File: src/hw/rtl/debug_monitor_command_parser_unit_defines.svh
// Assertion macros for the debug monitor command parser.
// Used by the RTL files that carry concurrent assertions; each expects clk and arst_n in scope.
`ifndef DEBUG_MONITOR_COMMAND_PARSER_UNIT_DEFINES_SVH
`define DEBUG_MONITOR_COMMAND_PARSER_UNIT_DEFINES_SVH

// Same-cycle implication, checked on every clock edge outside reset.
`define DMCP_ASSERT_IMPL(label, ante, cons) \
	label: assert property (@(posedge clk) disable iff (!arst_n) (ante) |-> (cons)) \
		else $error("dmcp assertion failed");

// Next-cycle implication, checked on every clock edge outside reset.
`define DMCP_ASSERT_NEXT(label, ante, cons) \
	label: assert property (@(posedge clk) disable iff (!arst_n) (ante) |=> (cons)) \
		else $error("dmcp assertion failed");

`endif

File: src/hw/rtl/dmcp_pkg.sv
// Package for the debug monitor command parser: types, codes and helper functions.
// No dependencies; used by the interfaces, dmcp_core and the top-level unit.
`default_nettype none

package dmcp_pkg;

	localparam int unsigned ADDR_BITS_DEF = 20;
	localparam int unsigned PART_LEN_DEF  = 256;

	localparam int unsigned BYTE_W  = 8;
	localparam int unsigned DUMP_W  = 20;
	localparam int unsigned DIGIT_W = 3;
	localparam int unsigned TCNT_W  = 4;
	localparam int unsigned CFG_W   = 4;

	localparam logic [DIGIT_W-1:0] RAM_DIGITS_RST    = 3'd3;
	localparam logic [DIGIT_W-1:0] FLASH_DIGITS_RST  = 3'd4;
	localparam logic [DIGIT_W-1:0] EEPROM_DIGITS_RST = 3'd4;
	localparam logic [TCNT_W-1:0]  TIMER_COUNT_RST   = 4'd3;

	localparam logic [BYTE_W-1:0] CHR_SPACE   = 8'h20;
	localparam logic [BYTE_W-1:0] CASE_OFFSET = 8'h20;
	localparam logic [BYTE_W-1:0] CHR_UP_A    = "A";
	localparam logic [BYTE_W-1:0] CHR_UP_F    = "F";
	localparam logic [BYTE_W-1:0] CHR_UP_Z    = "Z";
	localparam logic [BYTE_W-1:0] CHR_LO_A    = "a";
	localparam logic [BYTE_W-1:0] CHR_LO_F    = "f";
	localparam logic [BYTE_W-1:0] CHR_ZERO    = "0";
	localparam logic [BYTE_W-1:0] CHR_NINE    = "9";
	localparam logic [BYTE_W-1:0] HEX_TEN     = 8'd10;

	localparam logic [BYTE_W-1:0] CMD_USAGE   = "?";
	localparam logic [BYTE_W-1:0] CMD_REGS    = "r";
	localparam logic [BYTE_W-1:0] CMD_IRQS    = "i";
	localparam logic [BYTE_W-1:0] CMD_WATCHES = "w";
	localparam logic [BYTE_W-1:0] CMD_FREE    = "v";
	localparam logic [BYTE_W-1:0] CMD_RAM     = "m";
	localparam logic [BYTE_W-1:0] CMD_FLASH   = "f";
	localparam logic [BYTE_W-1:0] CMD_EEPROM  = "o";
	localparam logic [BYTE_W-1:0] CMD_TIMER   = "t";
	localparam logic [BYTE_W-1:0] CMD_REPEAT  = "a";
	localparam logic [BYTE_W-1:0] CMD_CONT    = "c";
	localparam logic [BYTE_W-1:0] CMD_GO      = "g";
	localparam logic [BYTE_W-1:0] CMD_STEP    = "s";
	localparam logic [BYTE_W-1:0] CMD_NEXT    = "n";
	localparam logic [BYTE_W-1:0] CMD_ISR     = "*";

	typedef enum logic [1:0] {
		CFG_RAM_DIGITS    = 2'd0,
		CFG_FLASH_DIGITS  = 2'd1,
		CFG_EEPROM_DIGITS = 2'd2,
		CFG_TIMER_COUNT   = 2'd3
	} cfg_idx_t;

	typedef enum logic [3:0] {
		ACT_NONE       = 4'd0,
		ACT_USAGE      = 4'd1,
		ACT_REGS       = 4'd2,
		ACT_IRQS       = 4'd3,
		ACT_WATCHES    = 4'd4,
		ACT_FREE_RAM   = 4'd5,
		ACT_MEM_DUMP   = 4'd6,
		ACT_TIMER_DUMP = 4'd7,
		ACT_GO         = 4'd8,
		ACT_STEP       = 4'd9,
		ACT_NEXT       = 4'd10,
		ACT_ISR_TOGGLE = 4'd11,
		ACT_UNKNOWN    = 4'd12,
		ACT_BAD_HEX    = 4'd13
	} action_t;

	typedef enum logic [1:0] {
		SPACE_RAM    = 2'd0,
		SPACE_FLASH  = 2'd1,
		SPACE_EEPROM = 2'd2
	} space_t;

	typedef enum logic [4:0] {
		MODE_IDLE   = 5'b00001,
		MODE_RAM    = 5'b00010,
		MODE_FLASH  = 5'b00100,
		MODE_EEPROM = 5'b01000,
		MODE_TIMER  = 5'b10000
	} mode_t;

	typedef enum logic [3:0] {
		LAST_NONE    = 4'd0,
		LAST_REGS    = 4'd1,
		LAST_IRQS    = 4'd2,
		LAST_WATCHES = 4'd3,
		LAST_FREE    = 4'd4,
		LAST_RAM     = 4'd5,
		LAST_FLASH   = 4'd6,
		LAST_EEPROM  = 4'd7,
		LAST_TIMER   = 4'd8
	} last_t;

	typedef struct packed {
		logic                we;
		cfg_idx_t            index;
		logic [CFG_W-1:0]    wdata;
	} cfg_wr_t;

	typedef struct packed {
		logic [BYTE_W-1:0]   echo_byte;
		action_t             action;
		space_t              mem_space;
		logic [DUMP_W-1:0]   dump_address;
		logic                prompt;
		logic                isr_debug_on;
	} result_t;

	// Returns {valid, value} for a hex digit in either case.
	function automatic logic [4:0] hex_digit(input logic [BYTE_W-1:0] c);
		logic [BYTE_W-1:0] v;
		logic              ok;
		v  = '0;
		ok = 1'b0;
		if (c >= CHR_ZERO && c <= CHR_NINE) begin
			v  = c - CHR_ZERO;
			ok = 1'b1;
		end else if (c >= CHR_LO_A && c <= CHR_LO_F) begin
			v  = c - CHR_LO_A + HEX_TEN;
			ok = 1'b1;
		end else if (c >= CHR_UP_A && c <= CHR_UP_F) begin
			v  = c - CHR_UP_A + HEX_TEN;
			ok = 1'b1;
		end
		return {ok, v[3:0]};
	endfunction

	// Folds an upper-case letter to lower case; other bytes pass unchanged.
	function automatic logic [BYTE_W-1:0] fold_case(input logic [BYTE_W-1:0] c);
		if (c >= CHR_UP_A && c <= CHR_UP_Z) begin
			return c + CASE_OFFSET;
		end
		return c;
	endfunction

endpackage

`default_nettype wire

File: src/hw/rtl/dmcp_in_if.sv
// Input channel of the debug monitor command parser: one received byte per transaction.
// Depends on dmcp_pkg.
`default_nettype none

interface dmcp_in_if;
	import dmcp_pkg::*;

	logic              valid;
	logic              ready;
	logic [BYTE_W-1:0] rx_byte;

	modport source (output valid, output rx_byte, input ready);
	modport sink (input valid, input rx_byte, output ready);
endinterface

`default_nettype wire

File: src/hw/rtl/dmcp_out_if.sv
// Result channel of the debug monitor command parser: one result per transaction.
// Depends on dmcp_pkg.
`default_nettype none

interface dmcp_out_if;
	import dmcp_pkg::*;

	logic              valid;
	logic              ready;
	logic [BYTE_W-1:0] echo_byte;
	action_t           action;
	space_t            mem_space;
	logic [DUMP_W-1:0] dump_address;
	logic              prompt;
	logic              isr_debug_on;

	modport source (output valid, output echo_byte, output action, output mem_space,
		output dump_address, output prompt, output isr_debug_on, input ready);
	modport sink (input valid, input echo_byte, input action, input mem_space,
		input dump_address, input prompt, input isr_debug_on, output ready);
endinterface

`default_nettype wire

File: src/hw/rtl/dmcp_core.sv
// Parser state, configuration registers and the single-pass decode of one byte.
// Depends on dmcp_pkg and the assertion macros header.
`default_nettype none
`include "debug_monitor_command_parser_unit_defines.svh"

module dmcp_core #(
	parameter int unsigned ADDR_BITS = dmcp_pkg::ADDR_BITS_DEF,
	parameter int unsigned PART_LEN  = dmcp_pkg::PART_LEN_DEF
) (
	input  wire logic                            clk,
	input  wire logic                            arst_n,
	input  wire dmcp_pkg::cfg_wr_t               cfg,
	input  wire logic                            step,
	input  wire logic [dmcp_pkg::BYTE_W-1:0]     byte_s1,
	output dmcp_pkg::result_t                    res
);
	import dmcp_pkg::*;

	localparam logic [ADDR_BITS-1:0] PART_INC = ADDR_BITS'(PART_LEN);

	logic [DIGIT_W-1:0]   ram_digits_q;
	logic [DIGIT_W-1:0]   flash_digits_q;
	logic [DIGIT_W-1:0]   eeprom_digits_q;
	logic [TCNT_W-1:0]    timer_count_q;

	mode_t                mode_q, mode_d;
	last_t                last_q, last_d;
	logic [ADDR_BITS-1:0] acc_q, acc_d;
	logic [DIGIT_W-1:0]   seen_q, seen_d;
	logic [DIGIT_W-1:0]   need_q, need_d;
	logic                 flag_q, flag_d;

	logic [BYTE_W-1:0]    cmd;
	logic [4:0]           hex;
	logic [ADDR_BITS-1:0] tmr_inc;
	logic [ADDR_BITS-1:0] tmr_next;
	logic [ADDR_BITS-1:0] addr;
	action_t              act;
	space_t               space;

	// A timer index continues to the next timer and wraps at the timer count.
	assign tmr_inc  = acc_q + 1'b1;
	assign tmr_next = (tmr_inc == ADDR_BITS'(timer_count_q)) ? '0 : tmr_inc;
	assign hex      = hex_digit(byte_s1);

	always_comb begin
		mode_d = mode_q;
		last_d = last_q;
		acc_d  = acc_q;
		seen_d = seen_q;
		need_d = need_q;
		flag_d = flag_q;
		act    = ACT_NONE;
		space  = SPACE_RAM;
		addr   = '0;
		cmd    = fold_case(byte_s1);

		if (mode_q == MODE_IDLE) begin
			if (byte_s1 >= CHR_SPACE) begin
				if (cmd == CMD_CONT) begin
					unique case (last_q)
						LAST_REGS, LAST_IRQS, LAST_WATCHES, LAST_FREE: begin
							cmd = CMD_REPEAT;
						end
						LAST_RAM, LAST_FLASH, LAST_EEPROM: begin
							acc_d = acc_q + PART_INC;
							cmd   = CMD_REPEAT;
						end
						LAST_TIMER: begin
							acc_d = tmr_next;
							cmd   = CMD_REPEAT;
						end
						default: begin
						end
					endcase
				end
				unique case (cmd)
					CMD_USAGE: act = ACT_USAGE;
					CMD_REGS: begin
						last_d = LAST_REGS;
						act    = ACT_REGS;
					end
					CMD_IRQS: begin
						last_d = LAST_IRQS;
						act    = ACT_IRQS;
					end
					CMD_WATCHES: begin
						last_d = LAST_WATCHES;
						act    = ACT_WATCHES;
					end
					CMD_FREE: begin
						last_d = LAST_FREE;
						act    = ACT_FREE_RAM;
					end
					CMD_RAM, CMD_FLASH, CMD_EEPROM, CMD_TIMER: begin
						acc_d  = '0;
						seen_d = '0;
						unique case (cmd)
							CMD_RAM: begin
								mode_d = MODE_RAM;
								need_d = ram_digits_q;
							end
							CMD_FLASH: begin
								mode_d = MODE_FLASH;
								need_d = flash_digits_q;
							end
							CMD_EEPROM: begin
								mode_d = MODE_EEPROM;
								need_d = eeprom_digits_q;
							end
							default: begin
								mode_d = MODE_TIMER;
								need_d = DIGIT_W'(1);
							end
						endcase
						// A digit count of zero is taken as one digit.
						if (need_d == '0) begin
							need_d = DIGIT_W'(1);
						end
					end
					CMD_REPEAT: begin
						unique case (last_q)
							LAST_REGS:    act = ACT_REGS;
							LAST_IRQS:    act = ACT_IRQS;
							LAST_WATCHES: act = ACT_WATCHES;
							LAST_FREE:    act = ACT_FREE_RAM;
							LAST_RAM: begin
								act   = ACT_MEM_DUMP;
								space = SPACE_RAM;
								addr  = acc_d;
							end
							LAST_FLASH: begin
								act   = ACT_MEM_DUMP;
								space = SPACE_FLASH;
								addr  = acc_d;
							end
							LAST_EEPROM: begin
								act   = ACT_MEM_DUMP;
								space = SPACE_EEPROM;
								addr  = acc_d;
							end
							LAST_TIMER: begin
								act  = ACT_TIMER_DUMP;
								addr = acc_d;
							end
							default: act = ACT_NONE;
						endcase
					end
					CMD_GO:   act = ACT_GO;
					CMD_STEP: act = ACT_STEP;
					CMD_NEXT: act = ACT_NEXT;
					CMD_ISR: begin
						flag_d = ~flag_q;
						act    = ACT_ISR_TOGGLE;
					end
					default: act = ACT_UNKNOWN;
				endcase
			end
		end else begin
			if (!hex[4]) begin
				// The partial address stays in the accumulator for a later repeat.
				act    = ACT_BAD_HEX;
				mode_d = MODE_IDLE;
			end else begin
				acc_d  = {acc_q[ADDR_BITS-5:0], hex[3:0]};
				seen_d = seen_q + 1'b1;
				if (seen_d == need_q) begin
					unique case (mode_q)
						MODE_TIMER: begin
							last_d = LAST_TIMER;
							act    = ACT_TIMER_DUMP;
						end
						MODE_RAM: begin
							last_d = LAST_RAM;
							act    = ACT_MEM_DUMP;
							space  = SPACE_RAM;
						end
						MODE_FLASH: begin
							last_d = LAST_FLASH;
							act    = ACT_MEM_DUMP;
							space  = SPACE_FLASH;
						end
						MODE_EEPROM: begin
							last_d = LAST_EEPROM;
							act    = ACT_MEM_DUMP;
							space  = SPACE_EEPROM;
						end
						default: begin
						end
					endcase
					addr   = acc_d;
					mode_d = MODE_IDLE;
				end
			end
		end
	end

	always_comb begin
		res.echo_byte    = byte_s1;
		res.action       = act;
		res.mem_space    = space;
		res.dump_address = DUMP_W'(addr);
		res.prompt       = (mode_d == MODE_IDLE);
		res.isr_debug_on = flag_d;
	end

	always_ff @(posedge clk or negedge arst_n) begin
		if (!arst_n) begin
			mode_q <= MODE_IDLE;
			last_q <= LAST_NONE;
			acc_q  <= '0;
			seen_q <= '0;
			need_q <= '0;
			flag_q <= 1'b1;
		end else if (step) begin
			mode_q <= mode_d;
			last_q <= last_d;
			acc_q  <= acc_d;
			seen_q <= seen_d;
			need_q <= need_d;
			flag_q <= flag_d;
		end
	end

	always_ff @(posedge clk or negedge arst_n) begin
		if (!arst_n) begin
			ram_digits_q    <= RAM_DIGITS_RST;
			flash_digits_q  <= FLASH_DIGITS_RST;
			eeprom_digits_q <= EEPROM_DIGITS_RST;
			timer_count_q   <= TIMER_COUNT_RST;
		end else if (cfg.we) begin
			unique case (cfg.index)
				CFG_RAM_DIGITS:    ram_digits_q    <= cfg.wdata[DIGIT_W-1:0];
				CFG_FLASH_DIGITS:  flash_digits_q  <= cfg.wdata[DIGIT_W-1:0];
				CFG_EEPROM_DIGITS: eeprom_digits_q <= cfg.wdata[DIGIT_W-1:0];
				CFG_TIMER_COUNT:   timer_count_q   <= cfg.wdata[TCNT_W-1:0];
				default: begin
				end
			endcase
		end
	end

	// While an address is being entered, fewer digits have arrived than are needed.
	`DMCP_ASSERT_IMPL(a_seen_below_need, mode_q != MODE_IDLE, (seen_q < need_q) && (need_q != '0))
	// A reported dump always leaves the parser at the prompt.
	`DMCP_ASSERT_IMPL(a_dump_ends_entry,
		step && (act == ACT_MEM_DUMP || act == ACT_TIMER_DUMP), mode_d == MODE_IDLE)
	// The ISR debug flag changes only with the toggle command.
	`DMCP_ASSERT_NEXT(a_flag_only_toggle, !(step && act == ACT_ISR_TOGGLE), $stable(flag_q))

endmodule

`default_nettype wire

File: src/hw/rtl/debug_monitor_command_parser_unit.sv
// Debug monitor command parser: takes one received serial byte per transaction and returns one
// result per byte (echo, action code, memory space, dump address, prompt and ISR debug flag).
// A byte passes an input register and the decode in dmcp_core, and lands in a result register;
// a new byte is taken in every cycle while the sink does not stall, one byte per cycle sustained.
// The result register holds while the sink stalls, and the input register takes the next byte
// as soon as its byte moves on. Configuration writes take effect at once and are meant for
// when no byte is in flight. Depends on dmcp_pkg, dmcp_in_if, dmcp_out_if, dmcp_core and the
// assertion macros header.
`default_nettype none
`include "debug_monitor_command_parser_unit_defines.svh"

module debug_monitor_command_parser_unit #(
	parameter int unsigned ADDR_BITS = dmcp_pkg::ADDR_BITS_DEF,
	parameter int unsigned PART_LEN  = dmcp_pkg::PART_LEN_DEF
) (
	input  wire logic                          clk,
	input  wire logic                          arst_n,
	input  wire logic                          cfg_we,
	input  wire dmcp_pkg::cfg_idx_t            cfg_index,
	input  wire logic [dmcp_pkg::CFG_W-1:0]    cfg_wdata,
	dmcp_in_if.sink                            rx,
	dmcp_out_if.source                         tx
);
	import dmcp_pkg::*;

	logic              s1_valid_q;
	logic [BYTE_W-1:0] byte_s1;
	logic              out_valid_q;
	result_t           out_q;
	result_t           res;
	cfg_wr_t           cfg;
	logic              advance;

	assign advance  = s1_valid_q && (!out_valid_q || tx.ready);
	assign rx.ready = !s1_valid_q || advance;

	assign cfg.we    = cfg_we;
	assign cfg.index = cfg_index;
	assign cfg.wdata = cfg_wdata;

	dmcp_core #(
		.ADDR_BITS (ADDR_BITS),
		.PART_LEN  (PART_LEN)
	) u_core (
		.clk     (clk),
		.arst_n  (arst_n),
		.cfg     (cfg),
		.step    (advance),
		.byte_s1 (byte_s1),
		.res     (res)
	);

	always_ff @(posedge clk or negedge arst_n) begin
		if (!arst_n) begin
			s1_valid_q <= 1'b0;
		end else if (rx.valid && rx.ready) begin
			s1_valid_q <= 1'b1;
		end else if (advance) begin
			s1_valid_q <= 1'b0;
		end
	end

	always_ff @(posedge clk) begin
		if (rx.valid && rx.ready) begin
			byte_s1 <= rx.rx_byte;
		end
	end

	always_ff @(posedge clk or negedge arst_n) begin
		if (!arst_n) begin
			out_valid_q <= 1'b0;
		end else if (advance) begin
			out_valid_q <= 1'b1;
		end else if (tx.ready) begin
			out_valid_q <= 1'b0;
		end
	end

	always_ff @(posedge clk) begin
		if (advance) begin
			out_q <= res;
		end
	end

	assign tx.valid        = out_valid_q;
	assign tx.echo_byte    = out_q.echo_byte;
	assign tx.action       = out_q.action;
	assign tx.mem_space    = out_q.mem_space;
	assign tx.dump_address = out_q.dump_address;
	assign tx.prompt       = out_q.prompt;
	assign tx.isr_debug_on = out_q.isr_debug_on;

	// A byte in the input register is held until the result register can take it.
	`DMCP_ASSERT_NEXT(a_s1_held, s1_valid_q && !advance, s1_valid_q && $stable(byte_s1))

endmodule

`default_nettype wire

File: src/flat_wrapper.sv
// flat-port wrapper written by rule: the top's interface ports become plain ports
module debug_monitor_command_parser_unit_flat import dmcp_pkg::*;
#(
	parameter int unsigned ADDR_BITS = dmcp_pkg::ADDR_BITS_DEF,
	parameter int unsigned PART_LEN  = dmcp_pkg::PART_LEN_DEF
)
  (clk, arst_n, cfg_we, cfg_index, cfg_wdata, rx_valid, rx_rx_byte, rx_ready, tx_valid, tx_echo_byte, tx_action, tx_mem_space, tx_dump_address, tx_prompt, tx_isr_debug_on, tx_ready);
  dmcp_in_if rx_i ();
  dmcp_out_if tx_i ();
  input  wire logic clk;
  input  wire logic arst_n;
  input  wire logic cfg_we;
  input  wire dmcp_pkg::cfg_idx_t cfg_index;
  input  wire logic [dmcp_pkg::CFG_W-1:0] cfg_wdata;
  input wire logic [$bits(rx_i.valid)-1:0] rx_valid;
  input wire logic [$bits(rx_i.rx_byte)-1:0] rx_rx_byte;
  output wire logic [$bits(rx_i.ready)-1:0] rx_ready;
  output wire logic [$bits(tx_i.valid)-1:0] tx_valid;
  output wire logic [$bits(tx_i.echo_byte)-1:0] tx_echo_byte;
  output wire logic [$bits(tx_i.action)-1:0] tx_action;
  output wire logic [$bits(tx_i.mem_space)-1:0] tx_mem_space;
  output wire logic [$bits(tx_i.dump_address)-1:0] tx_dump_address;
  output wire logic [$bits(tx_i.prompt)-1:0] tx_prompt;
  output wire logic [$bits(tx_i.isr_debug_on)-1:0] tx_isr_debug_on;
  input wire logic [$bits(tx_i.ready)-1:0] tx_ready;
  assign rx_i.valid = rx_valid;
  assign rx_i.rx_byte = rx_rx_byte;
  assign rx_ready = rx_i.ready;
  assign tx_valid = tx_i.valid;
  assign tx_echo_byte = tx_i.echo_byte;
  assign tx_action = tx_i.action;
  assign tx_mem_space = tx_i.mem_space;
  assign tx_dump_address = tx_i.dump_address;
  assign tx_prompt = tx_i.prompt;
  assign tx_isr_debug_on = tx_i.isr_debug_on;
  assign tx_i.ready = tx_ready;
  debug_monitor_command_parser_unit #(.ADDR_BITS(ADDR_BITS), .PART_LEN(PART_LEN)) u_core (.clk(clk), .arst_n(arst_n), .cfg_we(cfg_we), .cfg_index(cfg_index), .cfg_wdata(cfg_wdata), .rx(rx_i), .tx(tx_i));
endmodule
File: config.mk
export PLATFORM = sky130hd
export DESIGN_NAME = debug_monitor_command_parser_unit_flat
export DESIGN_NICKNAME = d
export VERILOG_FILES = /design/src/hw/rtl/dmcp_pkg.sv /design/src/hw/rtl/dmcp_in_if.sv /design/src/hw/rtl/dmcp_out_if.sv /design/src/hw/rtl/dmcp_core.sv /design/src/hw/rtl/debug_monitor_command_parser_unit.sv /design/src/flat_wrapper.sv
export VERILOG_INCLUDE_DIRS = /design/src /design/src/hw/rtl
export SDC_FILE = /design/constraint.sdc
export NUM_CORES = 1
export LEC_CHECK = 0
export BUFFER_PORTS_ARGS = -buffer_cell sky130_fd_sc_hd__buf_2
export CAP_MARGIN = 20
export CORE_MARGIN = 1.5
export CORE_UTILIZATION = 45
export DETAILED_ROUTE_END_ITERATION = 12
export PLACE_DENSITY_LB_ADDON = 0.1
export SLEW_MARGIN = 10
export SYNTH_ARGS = -nofsm -noshare
export SYNTH_HDL_FRONTEND = slang
export SYNTH_SLANG_ARGS = --single-unit
File: constraint.sdc
create_clock -name clk -period 3.55 [get_ports clk]
set_input_delay 0.1775 -clock clk [delete_from_list [all_inputs] [get_ports clk]]
set_output_delay 0.1775 -clock clk [all_outputs]
set_load 0.01 [all_outputs]
==> results of run 1 <==
==> synth_stat cells (all sizes together) (4+ instances only) <==
library cell,number
nand2,72
o21ai,57
nor2,51
edfxtp,44
dfrtp,43
a21oi,33
clkbuf,27
nand3,27
nor3,26
inv,18
mux2,16
xnor2,16
nand2b,15
xor2,14
nand4,13
nor4,11
ha,10
buf,9
o21a,9
dfstp,8
o22ai,8
or2,7
a21boi,6
a2bb2oi,6
mux2i,6
nand3b,6
o31ai,6
a211oi,5
a22o,5
a31oi,5
nor2b,5
o211ai,5
a2111oi,4
or3,4
==> power groups by stage <==
stage	clock (mW)	combinational (mW)	sequential (mW)
floorplan	0	0.686	1.46
global placement	0	0.808	1.63
detailed placement	0	0.813	1.63
CTS	1.10	0.826	1.61
global route	1.15	0.915	1.65
finish	1.08	0.830	1.63
==> layout make-up <==
type | count | area share [%]
Inverter | 18 | 0.976
Timing Repair Buffer | 93 | 8.57
Multi-Input combinational cell | 494 | 44.8
Tap cell | 172 | 3.11
Clock buffer | 12 | 4.01
Sequential cell | 95 | 37.7
Clock inverter | 4 | 0.813
==> flip-flops by register name, summed over array words and instances, names as in the netlist, 4 cells and up <==
| signal | cells |
|---|---|
| u_core.byte_s1 | 8 |
| u_core.tx.action | 4 |
| u_core.tx.dump_address | 20 |
| u_core.tx.echo_byte | 8 |
| u_core.u_core.acc_q | 20 |
| u_core.u_core.last_q | 4 |
| u_core.u_core.mode_q | 5 |
| u_core.u_core.timer_count_q | 4 |
==> worst register-to-register path, delay by kind of cell, from the launching register on <==
kind / cells / cell delay (ns)
AND/OR/NAND/NOR: 5 / 1.53
buffers and inverters: 1 / 0.15
adder cells (fa/ha/maj): 1 / 0.26
AO/OA/AOI/OAI: 2 / 0.47
multiplexers: 1 / 0.18
flip-flops: 1 / 0.40
==> worst max-delay path by stage <==
stage / startpoint / end / slack (ns) / cells after the start
after global routing: u_core.byte_s1[5] / u_core.tx.dump_address[12] / 0.20 / 10
after detailed placement: u_core.byte_s1[5] / u_core.tx.dump_address[19] / 0.42 / 10
after CTS: u_core.byte_s1[5] / u_core.tx.dump_address[19] / 0.40 / 10
final: u_core.byte_s1[5] / u_core.tx.dump_address[3] / 0.41 / 10
after floorplan: u_core.byte_s1[1] / u_core.tx.dump_address[3] / 0.58 / 11
after global placement: u_core.byte_s1[5] / u_core.tx.dump_address[3] / 0.46 / 10
==> per-stage QoR <==
stage / util [%] / cell area [µm²] / setup slack (ns) / std cells
after global placement: 51.0 / 6490 / 0.464 / 862
after CTS: 54.3 / 6910 / 0.402 / 887
after floorplan: - / 5930 / 0.583 / 643
after detailed placement: 51.0 / 6490 / 0.422 / 862
final: 54.4 / 6920 / 0.411 / 888
after global routing: 54.4 / 6920 / 0.201 / 888
==> timing repair <==
item | in CTS | in global routing
resized for setup | 0 | 0
hold buffers | 9 | 0
endpoints found under the hold margin | 36 | 0
==> cell families after synthesis <==
logic type	after synthesis	share of synthesized area, %
XOR/XNOR	30	4.43
AO/OA/AOI/OAI	179	20.4
buffers and inverters	54	3.67
AND/OR/NAND/NOR	253	21.2
adder cells (fa/ha/maj)	10	2.11
multiplexers	22	4.26
flip-flops	95	44.0
==> layer usage <==
| layer | up-vias | GRT usage (%) | routed length, µm |
|---|---|---|---|
| met5 | - | 0 | 0 |
| met4 | 0 | 8.23 | 316 |
| met3 | 30 | 4.70 | 1510 |
| met2 | 230 | 36.7 | 7420 |
| met1 | 2567 | 37.8 | 7740 |
| li1 | 2521 | - | - |
==> results.yml, run 1 <==
final_layout:
  filler_cell_count: 1239
  post_route_cells_drive_above_1_share_pct: 20.0
  num_antenna_cells: 0
  multiInputGateArea_um2: 3100
  finalNetCount: 740
  final_cell_mix: "sky130_fd_sc_hd__nand2_1 (72), sky130_fd_sc_hd__buf_2 (56), sky130_fd_sc_hd__o21ai_0 (52)"
  regArea_um2: 2610
  mostFrequentLayoutCell: "sky130_fd_sc_hd__nand2_1"
  flow.area_growth_from_synthesis_pct: 16.7
timing:
  fmax_mhz: 319
  timing.setup.tns_ns: 0
  period_share_pct: 88.4
  timing_worst_slew_pin_value_ns: 0.859
  finalSetupViolations: 0
  final_period_minus_worst_setup_slack_ns: 3.14
  whs_ns: 0.0282
  drv_slew: 0
  clock-skew-final_ns: 0.00900
  timing.slew.headroom_pct: 42.8
  setup_repair_after_global_routing_missed_its_margin: "no"
  report.final.hold_viol_count: 0
hold_path:
  origin_of_the_worst_min_delay_path: "rx_valid"
  min_delay_path_depth: 2
  hold-path-endpoint: "u_core.s1_valid_q"
  min-delay-path-class: "in -> reg"
clock_tree:
  cts.sinks: 95
  setup_fix_buffers_added_after_clock_tree_synthesis: 0
  cts.path.max_buffers: 2
  cts_inserted_buffers: 9
  clk_root_buffer_cell: "sky130_fd_sc_hd__clkbuf_16"
  worst_setup_hold_path_clk_slew_ns: 0.07
  insertion_delay_ns: 0.36
  cts_tree: "done"
  cts-htree-levels: 3
power_and_ir_drop:
  swShare_pct: 34.6
  cell_internal_pwr_mw: 2.31
  power_frac_seq_pct: 46.0
  powerDensity_nw_per_um2: 511
  max-vdd-ir-drop_mv: 0.285
  clock_power_share_pct: 30.5
  power_frac_comb_pct: 23.5
  static-leakage-power_nw: 2.59
  switching_power_mw: 1.22
  p_total_mw: 3.54
synth:
  ys_seq_area_share_pct: 44.0
  synth_top_cell_by_area: "sky130_fd_sc_hd__edfxtp_1"
  synth.top_cell.area_share_pct: 22.3
  flip_flop_cell_with_the_highest_count_after_synthesis: "sky130_fd_sc_hd__edfxtp_1"
  yosys_register_bits: 95
  ys_async_sr_fraction_pct: 53.7
  avgSynthCellArea_um2: 9.22
  synthCells: 643
  synthesis.yosys.warnings: 0
  synth.lib_cells_used.distinct: 70
  synthesis.area_um2: 5930
  synth.top_cells.by_area: "sky130_fd_sc_hd__edfxtp_1 (22%), sky130_fd_sc_hd__dfrtp_1 (18%), sky130_fd_sc_hd__nand2_1 (4.6%)"
  synth_fp_nets: 672
  number_of_synthesized_flops_with_an_enable_pin: 44
critical_path:
  start_kind: "flop"
  worstSetupPathType: "reg -> reg"
  cp_cell_sequence: "inv_2 > ha_1 > or2_2 > a2111oi_4 > mux2i_4 > nor2_1 > nand2_1 > or3_1 > or3_1 > o211ai_1"
  regToRegStartpoint: "u_core.byte_s1[5]"
  cpLargestDelayFamily: "simple AND/OR/NAND/NOR gates"
  critPathArrivalTime_ns: 3.34
  top_fanout_value_on_the_critical_path: 9
  r2r.worst_path.cells: 10
  reg2reg_setup_slack_ns: 0.41
  critical_path_required_ns: 3.75
  worst-path-buf-inv: 1
  crit_slowest_cell: "sky130_fd_sc_hd__edfxtp_1"
  endpoint_kind: "flop"
  worst_path_largest_cell_delay_ns: 0.40
  timing.rr.end: "u_core.tx.dump_address[3]"
  crit_path_frequent_cell: "sky130_fd_sc_hd__or3_1"
route:
  drtAntennaViolNets: 0
  routed_wire_length_per_instance_um: 19.1
  first_pass_iters: 9
  route.detailed.drc: 0
  post_drt_via_cell_ratio: 6.02
  wl_mm: 17.0
  via_count: 5348
  drt-initial-drc-count: 639
die:
  top_level_ports: 57
  placementRows: 41
  die-area_um2: 13900
  die_y_um: 118
  die_x_um: 118
  floorplan.initialDensity_pct: 46.6
  core-area_um2: 12700
global_routing:
  vias_in_the_first_global_route: 5005
  grt.total_usage_pct: 25.2
  grt_first_pass_wirelength_mm: 27.3
  antenna_found_initial: 0
  grt_remaining_overflow: 0
  pin_count_of_the_biggest_net_entering_global_routing: 38
placement:
  place.gp.congestion: 0.963
  detailed_place_hpwl_mm: 12.4
  place.port_buffers: 56
status:
  status: "complete, no violations"
job:
  max_capacitance_violation_count: 0
Power figures use the tool's default switching activity.
==> run 2, diff against run 1 <==
Settings changed: CORE_UTILIZATION 45 to 30.
==> results.yml, run 2 (synthesis gave the netlist of run 1 again) <==
status:
  status: "complete, no violations"
global_routing:
  grt.total_usage_pct: 19.1
  pin_count_of_the_biggest_net_entering_global_routing: 35
  vias_in_the_first_global_route: 5390
  grt_first_pass_wirelength_mm: 29.8
  antenna_found_initial: 0
  grt_remaining_overflow: 0
die:
  die-area_um2: 20600
  top_level_ports: 57
  placementRows: 51
  die_x_um: 144
  floorplan.initialDensity_pct: 30.6
  die_y_um: 144
  core-area_um2: 19400
placement:
  place.gp.congestion: 0.917
  detailed_place_hpwl_mm: 13.4
  place.port_buffers: 56
route:
  via_count: 5358
  wl_mm: 18.5
  drt-initial-drc-count: 403
  drtAntennaViolNets: 0
  route.detailed.drc: 0
  post_drt_via_cell_ratio: 5.48
  first_pass_iters: 5
  routed_wire_length_per_instance_um: 18.9
timing:
  report.final.hold_viol_count: 0
  finalSetupViolations: 0
  timing.setup.tns_ns: 0
  fmax_mhz: 312
  timing.slew.headroom_pct: 40.5
  timing_worst_slew_pin_value_ns: 0.893
  drv_slew: 0
  final_period_minus_worst_setup_slack_ns: 3.20
  period_share_pct: 90.2
  setup_repair_after_global_routing_missed_its_margin: "no"
  clock-skew-final_ns: 0.00658
power_and_ir_drop:
  powerDensity_nw_per_um2: 497
  max-vdd-ir-drop_mv: 0.253
  static-leakage-power_nw: 2.57
critical_path:
  reg2reg_setup_slack_ns: 0.35
  r2r.worst_path.cells: 9
  start_kind: "flop"
  cpLargestDelayFamily: "simple AND/OR/NAND/NOR gates"
  worst_path_largest_cell_delay_ns: 0.52
  top_fanout_value_on_the_critical_path: 19
  critical_path_required_ns: 3.69
  crit_slowest_cell: "sky130_fd_sc_hd__nor3_2"
  worstSetupPathType: "reg -> reg"
  regToRegStartpoint: "u_core.byte_s1[5]"
  timing.rr.end: "u_core.tx.dump_address[5]"
  endpoint_kind: "flop"
  critPathArrivalTime_ns: 3.34
  cp_cell_sequence: "inv_2 > ha_1 > or2_2 > a2111oi_4 > mux2i_4 > nor3_2 > nand2_1 > xor2_1 > o21ai_0"
  worst-path-buf-inv: 1
final_layout:
  mostFrequentLayoutCell: "sky130_fd_sc_hd__nand2_1"
  final_cell_mix: "sky130_fd_sc_hd__nand2_1 (72), sky130_fd_sc_hd__buf_2 (56), sky130_fd_sc_hd__o21ai_0 (52)"
  final_core_util_pct: 36.1
  post_route_cells_drive_above_1_share_pct: 19.5
  flow.area_growth_from_synthesis_pct: 18.0
  finalNetCount: 736
  num_antenna_cells: 0
clock_tree:
  cts.sinks: 95
  cts-htree-levels: 3
  post_cts_resized: 0
  setup_fix_buffers_added_after_clock_tree_synthesis: 0
  insertion_delay_ns: 0.36
  cts_inserted_buffers: 9
  clk_root_buffer_cell: "sky130_fd_sc_hd__clkbuf_16"
  worst_setup_hold_path_clk_slew_ns: 0.07
  cts.path.max_buffers: 2
  cts_tree: "done"
job:
  max_capacitance_violation_count: 0
hold_path:
  min_delay_path_depth: 2
  hold-path-endpoint: "u_core.s1_valid_q"
  origin_of_the_worst_min_delay_path: "rx_valid"
  min-delay-path-class: "in -> reg"
==> run 2: stage by stage <==
| step | cell area [µm²] | power, mW | hold WS [ns] | setup WS, ns | instances |
|---|---|---|---|---|---|
| global placement | 6600 | 2.45 | 0.355 | 0.445 | 952 |
| CTS | 7000 | 3.51 | 0.0134 | 0.385 | 977 |
| finish | 7000 | 3.48 | 0.0172 | 0.349 | 977 |
| global route | 7000 | 3.67 | 0.0321 | 0.143 | 977 |
| detailed placement | 6600 | 2.46 | 0.357 | 0.418 | 952 |
| floorplan | 5930 | 2.15 | -0.118 | 0.583 | 643 |
==> run 2: worst max-delay path by stage <==
stage                           start                   endpoint  slack [ns]  depth (start not counted)
CTS                 u_core.byte_s1[5]  u_core.tx.dump_address[3]        0.38                         10
global placement    u_core.byte_s1[5]     u_core.u_core.acc_q[5]        0.44                         10
global route        u_core.byte_s1[5]  u_core.tx.dump_address[3]        0.14                         10
floorplan           u_core.byte_s1[1]  u_core.tx.dump_address[3]        0.58                         11
finish              u_core.byte_s1[5]  u_core.tx.dump_address[5]        0.35                          9
detailed placement  u_core.byte_s1[5]  u_core.tx.dump_address[3]        0.42                         10
==> run 2: where the power goes <==
part / total [mW] / switching, mW / internal (mW)
Combinational: 0.835 / 0.482 / 0.354
Sequential: 1.61 / 0.282 / 1.33
Clock: 1.03 / 0.465 / 0.564
Total: 3.48 / 1.23 / 2.25
==> run 2: timing repair <==
item	CTS	global route
endpoints found under the setup margin	0	0
hold buffers	9	0
hold endpoints to repair	39	0
==> run 2: per-layer routing <==
metal,share of wire [%],global-route usage (%),routed length [µm],vias up
met2,47,31.5,8660,137
met5,0,0,0,-
met3,3.7,3.07,678,45
li1,-,-,-,2519
met1,46,24.7,8550,2657
met4,3.1,8.16,576,0
==> run 2: final cells by class <==
type	instances	area (µm²)
Sequential cell	95	2610
Clock buffer	12	278
Multi-Input combinational cell	494	3100
Fill cell	2034	12400
Clock inverter	4	31.3
Tap cell	265	332
Timing Repair Buffer	89	576
Inverter	18	67.6
